$ cat config.mk
export PLATFORM = sky130hd
export DESIGN_NAME = jst_outq
export DESIGN_NICKNAME = d
export VERILOG_FILES = /design/src/hdl/jst_pkg.sv /design/src/hdl/jst_outq.sv
export SDC_FILE = /design/constraint.sdc
export NUM_CORES = 1
export LEC_CHECK = 0
export ABC_AREA = 0
export BUFFER_PORTS_ARGS = -buffer_cell sky130_fd_sc_hd__buf_2
export CORE_MARGIN = 2
export CORE_UTILIZATION = 45
export CTS_CLUSTER_DIAMETER = 100
export DETAILED_ROUTE_END_ITERATION = 8
export PLACE_DENSITY = 0.77
export SLEW_MARGIN = 20
export SYNTH_ARGS = -nofsm -noshare
export SYNTH_HDL_FRONTEND = slang
export SYNTH_SLANG_ARGS = --single-unit
$ cat constraint.sdc
create_clock -name clk -period 2.1 [get_ports clk]
set_input_delay 0.21 -clock clk [delete_from_list [all_inputs] [get_ports clk]]
set_output_delay 0.21 -clock clk [all_outputs]
set_load 0.01 [all_outputs]
$ cat src/hdl/jst_pkg.sv
`default_nettype none
package jst_pkg;

  // Parser modes.
  typedef enum logic [3:0] {
    M_WAIT      = 4'd0,
    M_OBJ       = 4'd1,
    M_ARR       = 4'd2,
    M_END_KEY   = 4'd3,
    M_AFTER_KEY = 4'd4,
    M_AFTER_VAL = 4'd5,
    M_STR       = 4'd6,
    M_ESC       = 4'd7,
    M_UNI       = 4'd8,
    M_NUM       = 4'd9,
    M_TRUE      = 4'd10,
    M_FALSE     = 4'd11,
    M_NULL      = 4'd12
  } mode_t;

  // Nesting stack entry kinds.
  localparam logic [1:0] S_OBJ = 2'd0;
  localparam logic [1:0] S_ARR = 2'd1;
  localparam logic [1:0] S_KEY = 2'd2;
  localparam logic [1:0] S_STR = 2'd3;

  // Event kinds.
  localparam logic [3:0] EV_STARTDOC = 4'd0;
  localparam logic [3:0] EV_STARTOBJ = 4'd1;
  localparam logic [3:0] EV_ENDOBJ   = 4'd2;
  localparam logic [3:0] EV_STARTARR = 4'd3;
  localparam logic [3:0] EV_ENDARR   = 4'd4;
  localparam logic [3:0] EV_KEYCHAR  = 4'd5;
  localparam logic [3:0] EV_KEYEND   = 4'd6;
  localparam logic [3:0] EV_STRCHAR  = 4'd7;
  localparam logic [3:0] EV_STREND   = 4'd8;
  localparam logic [3:0] EV_NUMCHAR  = 4'd9;
  localparam logic [3:0] EV_NUMEND   = 4'd10;
  localparam logic [3:0] EV_TRUE     = 4'd11;
  localparam logic [3:0] EV_FALSE    = 4'd12;
  localparam logic [3:0] EV_NULL     = 4'd13;
  localparam logic [3:0] EV_ENDDOC   = 4'd14;
  localparam logic [3:0] EV_ERROR    = 4'd15;

  // Error codes.
  localparam logic [4:0] E_CTRL     = 5'd0;
  localparam logic [4:0] E_KEYEXP   = 5'd1;
  localparam logic [4:0] E_COLON    = 5'd2;
  localparam logic [4:0] E_OBJSEP   = 5'd3;
  localparam logic [4:0] E_ARRSEP   = 5'd4;
  localparam logic [4:0] E_DOT2     = 5'd5;
  localparam logic [4:0] E_DOTEXP   = 5'd6;
  localparam logic [4:0] E_EXP2     = 5'd7;
  localparam logic [4:0] E_SIGN     = 5'd8;
  localparam logic [4:0] E_STREND   = 5'd9;
  localparam logic [4:0] E_VALUE    = 5'd10;
  localparam logic [4:0] E_ARRCLOSE = 5'd11;
  localparam logic [4:0] E_OBJCLOSE = 5'd12;
  localparam logic [4:0] E_ESC      = 5'd13;
  localparam logic [4:0] E_HEX      = 5'd14;
  localparam logic [4:0] E_TRUE     = 5'd15;
  localparam logic [4:0] E_FALSE    = 5'd16;
  localparam logic [4:0] E_NULL     = 5'd17;
  localparam logic [4:0] E_OVERFLOW = 5'd18;

  localparam logic [12:0] LIMIT_MAX = 13'd4096;

  // One result item.
  typedef struct packed {
    logic [3:0] kind;
    logic [7:0] ch;
    logic [4:0] err;
    logic       trunc;
  } ev_t;

  // Up to three result items caused by one byte.
  typedef struct packed {
    logic [1:0] cnt;
    ev_t        e2;
    ev_t        e1;
    ev_t        e0;
  } evset_t;

  function automatic ev_t mk_ev(logic [3:0] k, logic [7:0] c, logic [4:0] e, logic t);
    ev_t r;
    r.kind = k;
    r.ch = c;
    r.err = e;
    r.trunc = t;
    return r;
  endfunction

endpackage
`default_nettype wire

$ cat src/hdl/jst_outq.sv
`default_nettype none
module jst_outq (
  input  wire logic            clk,
  input  wire logic            rst_n,
  input  wire logic            load,
  input  wire jst_pkg::evset_t evs,
  output logic                 busy,
  output logic                 out_tvalid,
  input  wire logic            out_tready,
  output logic [23:0]          out_tdata
);
  import jst_pkg::*;

  evset_t     set_r;
  logic [1:0] idx_r;
  ev_t        cur;
  logic       last;
  logic       adv;

  assign out_tvalid = (set_r.cnt != 2'd0);
  assign cur = (idx_r == 2'd0) ? set_r.e0 : ((idx_r == 2'd1) ? set_r.e1 : set_r.e2);
  assign last = (idx_r + 2'd1 == set_r.cnt);
  assign adv = out_tvalid && out_tready;
  // Can take a new set when empty or when the last item leaves now.
  assign busy = out_tvalid && !(adv && last);
  assign out_tdata = {5'd0, last, cur.trunc, cur.err, cur.ch, cur.kind};

  // Result set register, drained one item per cycle while out_tready is high.
  always_ff @(posedge clk) begin
    if (!rst_n) begin
      set_r.cnt <= '0;
      idx_r <= '0;
    end else if (load) begin
      set_r <= evs;
      idx_r <= '0;
    end else if (adv) begin
      if (last) set_r.cnt <= '0;
      idx_r <= idx_r + 2'd1;
    end
  end

  a_idx: assert property (@(posedge clk) disable iff (!rst_n)
    out_tvalid |-> (idx_r < set_r.cnt))
    else $error("index beyond result count");
  a_load: assert property (@(posedge clk) disable iff (!rst_n)
    load |-> !busy)
    else $error("load while busy");
  a_cnt: assert property (@(posedge clk) disable iff (!rst_n) set_r.cnt != 2'd3 ||
    idx_r <= 2'd2)
    else $error("bad index");
endmodule
`default_nettype wire

# After elaboration in Yosys (flattened, before gate mapping)
# Cells that the tools add are included.
[word_totals]
reg_bits = 58
inputBits = 60
out_inout_bits = 26
wordCells = 34
[op_classes]
addsub = 1
n_eq_ne = 2
mux = 5
bitwise_logic = 1
n_reduce_logical = 11
[op_table]
columns = ["operator", "count"]
rows = [
  ["two-way mux 18 bit", 2],
  ["two-way mux 2 bit", 3],
  ["nonzero test 2 bit", 3],
  ["AND reduction 2 bit", 2],
  ["logical AND 1 bit", 3],
  ["adder 2 x 1 -> 2 bit, second input constant", 1],
  ["equality test 2 x 1 -> 1 bit, second input constant", 1],
  ["equality test 2 bit", 1],
  ["logical NOT 2 bit", 1],
  ["OR reduction 2 bit", 1],
  ["logical NOT 1 bit", 1],
  ["NOT 1 bit", 1],
]

# Logic depth before layout (Yosys ltp)
[depth]
depth_word = 5
mapped_depth = 6
mapped_depth_nobuf = 5

# Worst setup path after synthesis
# Ideal clock, no wire load.
[synth_path]
path_kind = "input-to-reg"
start = "input port load"
end = "register set_r[0] (netlist bit), enable pin"
setup_ns = 0.417
t_arrival_ns = 1.494
required_time_ns = 1.683
slack_ns = 0.189
path_stages = 1
n_path_buf = 0
cell_sequence = "and2_1"
[synth_via]
elab_chain_cells = 1
[synth_rtl]
columns = ["element", "line", "source"]
rows = [
  ["start, declared", "jst_outq.sv:5", "input wire logic load,"],
  ["AND reduction 2 bit (no line)", "-", ""],
  ["end signal, assigned", "jst_outq.sv:34", "set_r <= evs;"],
  ["end, declared", "jst_outq.sv:14", "evset_t set_r;"],
]
# Every way passes these cells.
# A chain may end at the register's enable or synchronous reset.

# Worst setup path after layout
[layout_path]
start = "register idx_r[0]"
end = "output port busy"
[layout_via]
elab_chain_cells = 5
[layout_rtl]
columns = ["element", "line", "source"]
rows = [
  ["start, declared", "jst_outq.sv:15", "logic [1:0] idx_r;"],
  ["start signal, assigned", "jst_outq.sv:38", "idx_r <= idx_r + 2'd1;"],
  ["adder 2 x 1 -> 2 bit", "jst_outq.sv:22", "assign last = (idx_r + 2'd1 == set_r.cnt);"],
  ["equality test 2 bit", "jst_outq.sv:22", ""],
  ["logical AND 1 bit", "jst_outq.sv:25", "assign busy = out_tvalid && !(adv && last);"],
  ["logical NOT 1 bit", "jst_outq.sv:25", ""],
  ["logical AND 1 bit", "jst_outq.sv:25", ""],
  ["end, declared", "jst_outq.sv:7", "output logic busy,"],
]
# Every way passes these cells.

==> impl_metrics.tcl <==
set metrics [dict create \
    start_util_pct 46.00 \
    reg2reg_from "idx_r[0]" \
    place_inst 300 \
    clock-sinks 58 \
    cts_max_level 3 \
    crit_start "idx_r[0]" \
    clk_pin_slew_ns 0.06 \
    synth_top_area_share_pct 69.90 \
    synth-seq-cells 58 \
    globalRouteMet1Util_pct 16.55 \
    drive_above_1_share_pct 42.04 \
    drv_cap 0 \
    use_met3_pct 6.614 \
    cp-end-kind "output port" \
    start_kind "flip-flop" \
    ctsHoldBuffers 0 \
    drcViolationCount 0 \
    vias 1446 \
    netlist_instances 153 \
    layout_commonest_cell "buf_2" \
    syn_avg_cell_area_um2 15.16 \
    multi_input_area_um2 540.5 \
    cp.required_ns 1.89 \
    place_congestion 0.7766 \
    placed_cell_area_um2 2770 \
    reg2reg_to "set_r[54]" \
    n_antenna_cell 0 \
    seq_area_um2 1703 \
    fmax_mhz 512.6 \
    cp_max_fo 5 \
    yosys-top-cells-area "edfxtp_1, mux2i_1, dfxtp_1" \
    period_share_pct 92.90 \
    cts_setup_buffers 0 \
    leakage_uw 0.001193 \
    hp-class "input pin to flip-flop" \
    hold_start "evs[13]" \
    period_needed_ns 1.951 \
    totalWireLength_um 4013 \
    gr-total-overflow 0 \
    nets 303 \
    io-pin-count 86 \
    r2r_slack_ns 0.69 \
    antenna_found_initial 0 \
    rsz0062_at_grt "false" \
    setup_viol 0 \
    ir_worst_vdd_v 0.0004792 \
    pwr_density_cell_nw_per_um2 849.7 \
    hpwl_um 2853 \
    final_cells 315 \
    slew_viol_final 0 \
    drtIter0Drc 31 \
    min_path_cells 1 \
    die_h_um 75.80 \
    viasPerCell 4.590 \
    dieArea_um2 5745 \
    grt_pass1_wl_um 5865 \
    syn_area_um2 2320 \
    clock_latency_ns 0.33 \
    fillerInstances 411 \
    hold-path-endpoint "set_r[13]" \
    synth_area_leader_cell "edfxtp_1" \
    outcome "complete, no violations" \
    area_delta_synth_final_pct 27.40 \
    die_w_um 75.80 \
    clk_path_buf_depth 2 \
    track_usage_pct 14.82 \
    synth_warnings 0 \
    ctsResizeCount 1 \
    setup_tns_ns 0 \
    layout_common_cells "buf_2, edfxtp_1, nand2_1" \
    reg2reg_depth 5 \
    cts_root_buf "clkbuf_8" \
    design.core.area_um2 5042 \
    synthDistinctLibCells 26 \
    drtAntennaViolNets 0 \
    final-hold-violation-count 0 \
    gr-usage-met2_pct 23.37 \
    grt_max_degree 31 \
    worst-setup-path-type "flip-flop to output port" \
    fin_area_um2 2955 \
    avgRoutedWirePerCell_um 12.74 \
    finClkSkew_ns 0.001414 \
    arrival_ns 1.74 \
    synth_seq_area_share_pct 73.35 \
    numCtsBuffers 9 \
    busiest_layer "met2" \
    std_cell_rows 26 \
    cts_tree "yes" \
    io_buffers 80 \
    grt_pass1_vias 1383 \
    firstDrtPassIters 4 \
]
==> cell usage after synthesis, drive strengths merged <==
master,number
nor4b,1
and2,1
conb,1
buf,10
inv,3
nand2,20
clkbuf,2
nand3,2
edfxtp,54
xnor2,2
mux2i,19
nor2,5
nand2b,1
nor2b,1
nand3b,1
ha,2
a21boi,1
dfxtp,4
o2bb2ai,1
xor2,1
o21ai,21
==> metal layers <==
metal / part of all wire [%] / vias up
li1: - / 720
met1: 41 / 648
met2: 46 / 69
met3: 11 / 9
met4: 2.3 / 0
met5: 0 / -
==> metrics by stage <==
stage          util [%]  total power [uW]  setup slack, ns  hold slack (ns)
5_1_grt           58.61              2629          0.01830          0.03234
6_report          58.61              2511           0.1490          0.05065
4_1_cts           58.46              2548          0.06124          0.03647
3_3_place_gp      54.94              1608           0.3598           0.3869
2_1_floorplan         -              1512           0.1893           0.3089
3_5_place_dp      54.94              1616           0.3354           0.3881
==> power by group <==
group / internal (uW) / total [uW] / switching (uW)
clock: 533 / 921 / 388
sequential: 1350 / 1370 / 22.3
combinational: 105 / 221 / 115
total: 1990 / 2510 / 526
==> registers in the layout, summed over array words and instances, names as in the netlist <==
| signal | flops |
|---|---|
| idx_r | 2 |
| set_r | 56 |
==> how the worst max path moves through the flow <==
stage               endpoint  slack [ns]
6_report                busy        0.15
5_1_grt         out_tdata[8]        0.02
3_5_place_dp    out_tdata[4]        0.34
3_3_place_gp   out_tdata[12]        0.36
4_1_cts                 busy        0.06
2_1_floorplan       set_r[0]        0.19
==> worst max-delay path, stage by stage, from the launching register on <==
cell	delay, ns
dfxtp_2	0.36
inv_1	0.08
ha_2	0.32
nor4b_2	0.31
o2bb2ai_2	0.15
nor2_1	0.06
buf_2	0.14
==> kinds of logic (layout without fill, tap and decap cells) <==
| family | after synthesis | count (layout) | share of synthesized area, % |
|---|---|---|---|
| simple gates | 32 | 32 | 6.257 |
| flops | 58 | 58 | 73.36 |
| fa+ha+maj | 2 | 2 | 1.079 |
| buf+inv | 15 | 103 | 4.423 |
| mux | 19 | 19 | 8.198 |
| xor+xnor | 3 | 3 | 1.133 |
| other cells | 1 | 5 | 0.1617 |
| compound gates | 23 | 23 | 5.394 |
==> layout make-up <==
class	count	area share (%)
Inverter	3	0.3810
Multi-Input combinational cell	84	18.29
Timing Repair Buffer	85	14.82
Clock buffer	11	4.445
Sequential cell	58	57.62
Tap cell	70	2.964
Clock inverter	4	1.482
No activity file was read; power rests on OpenSTA's default activity.
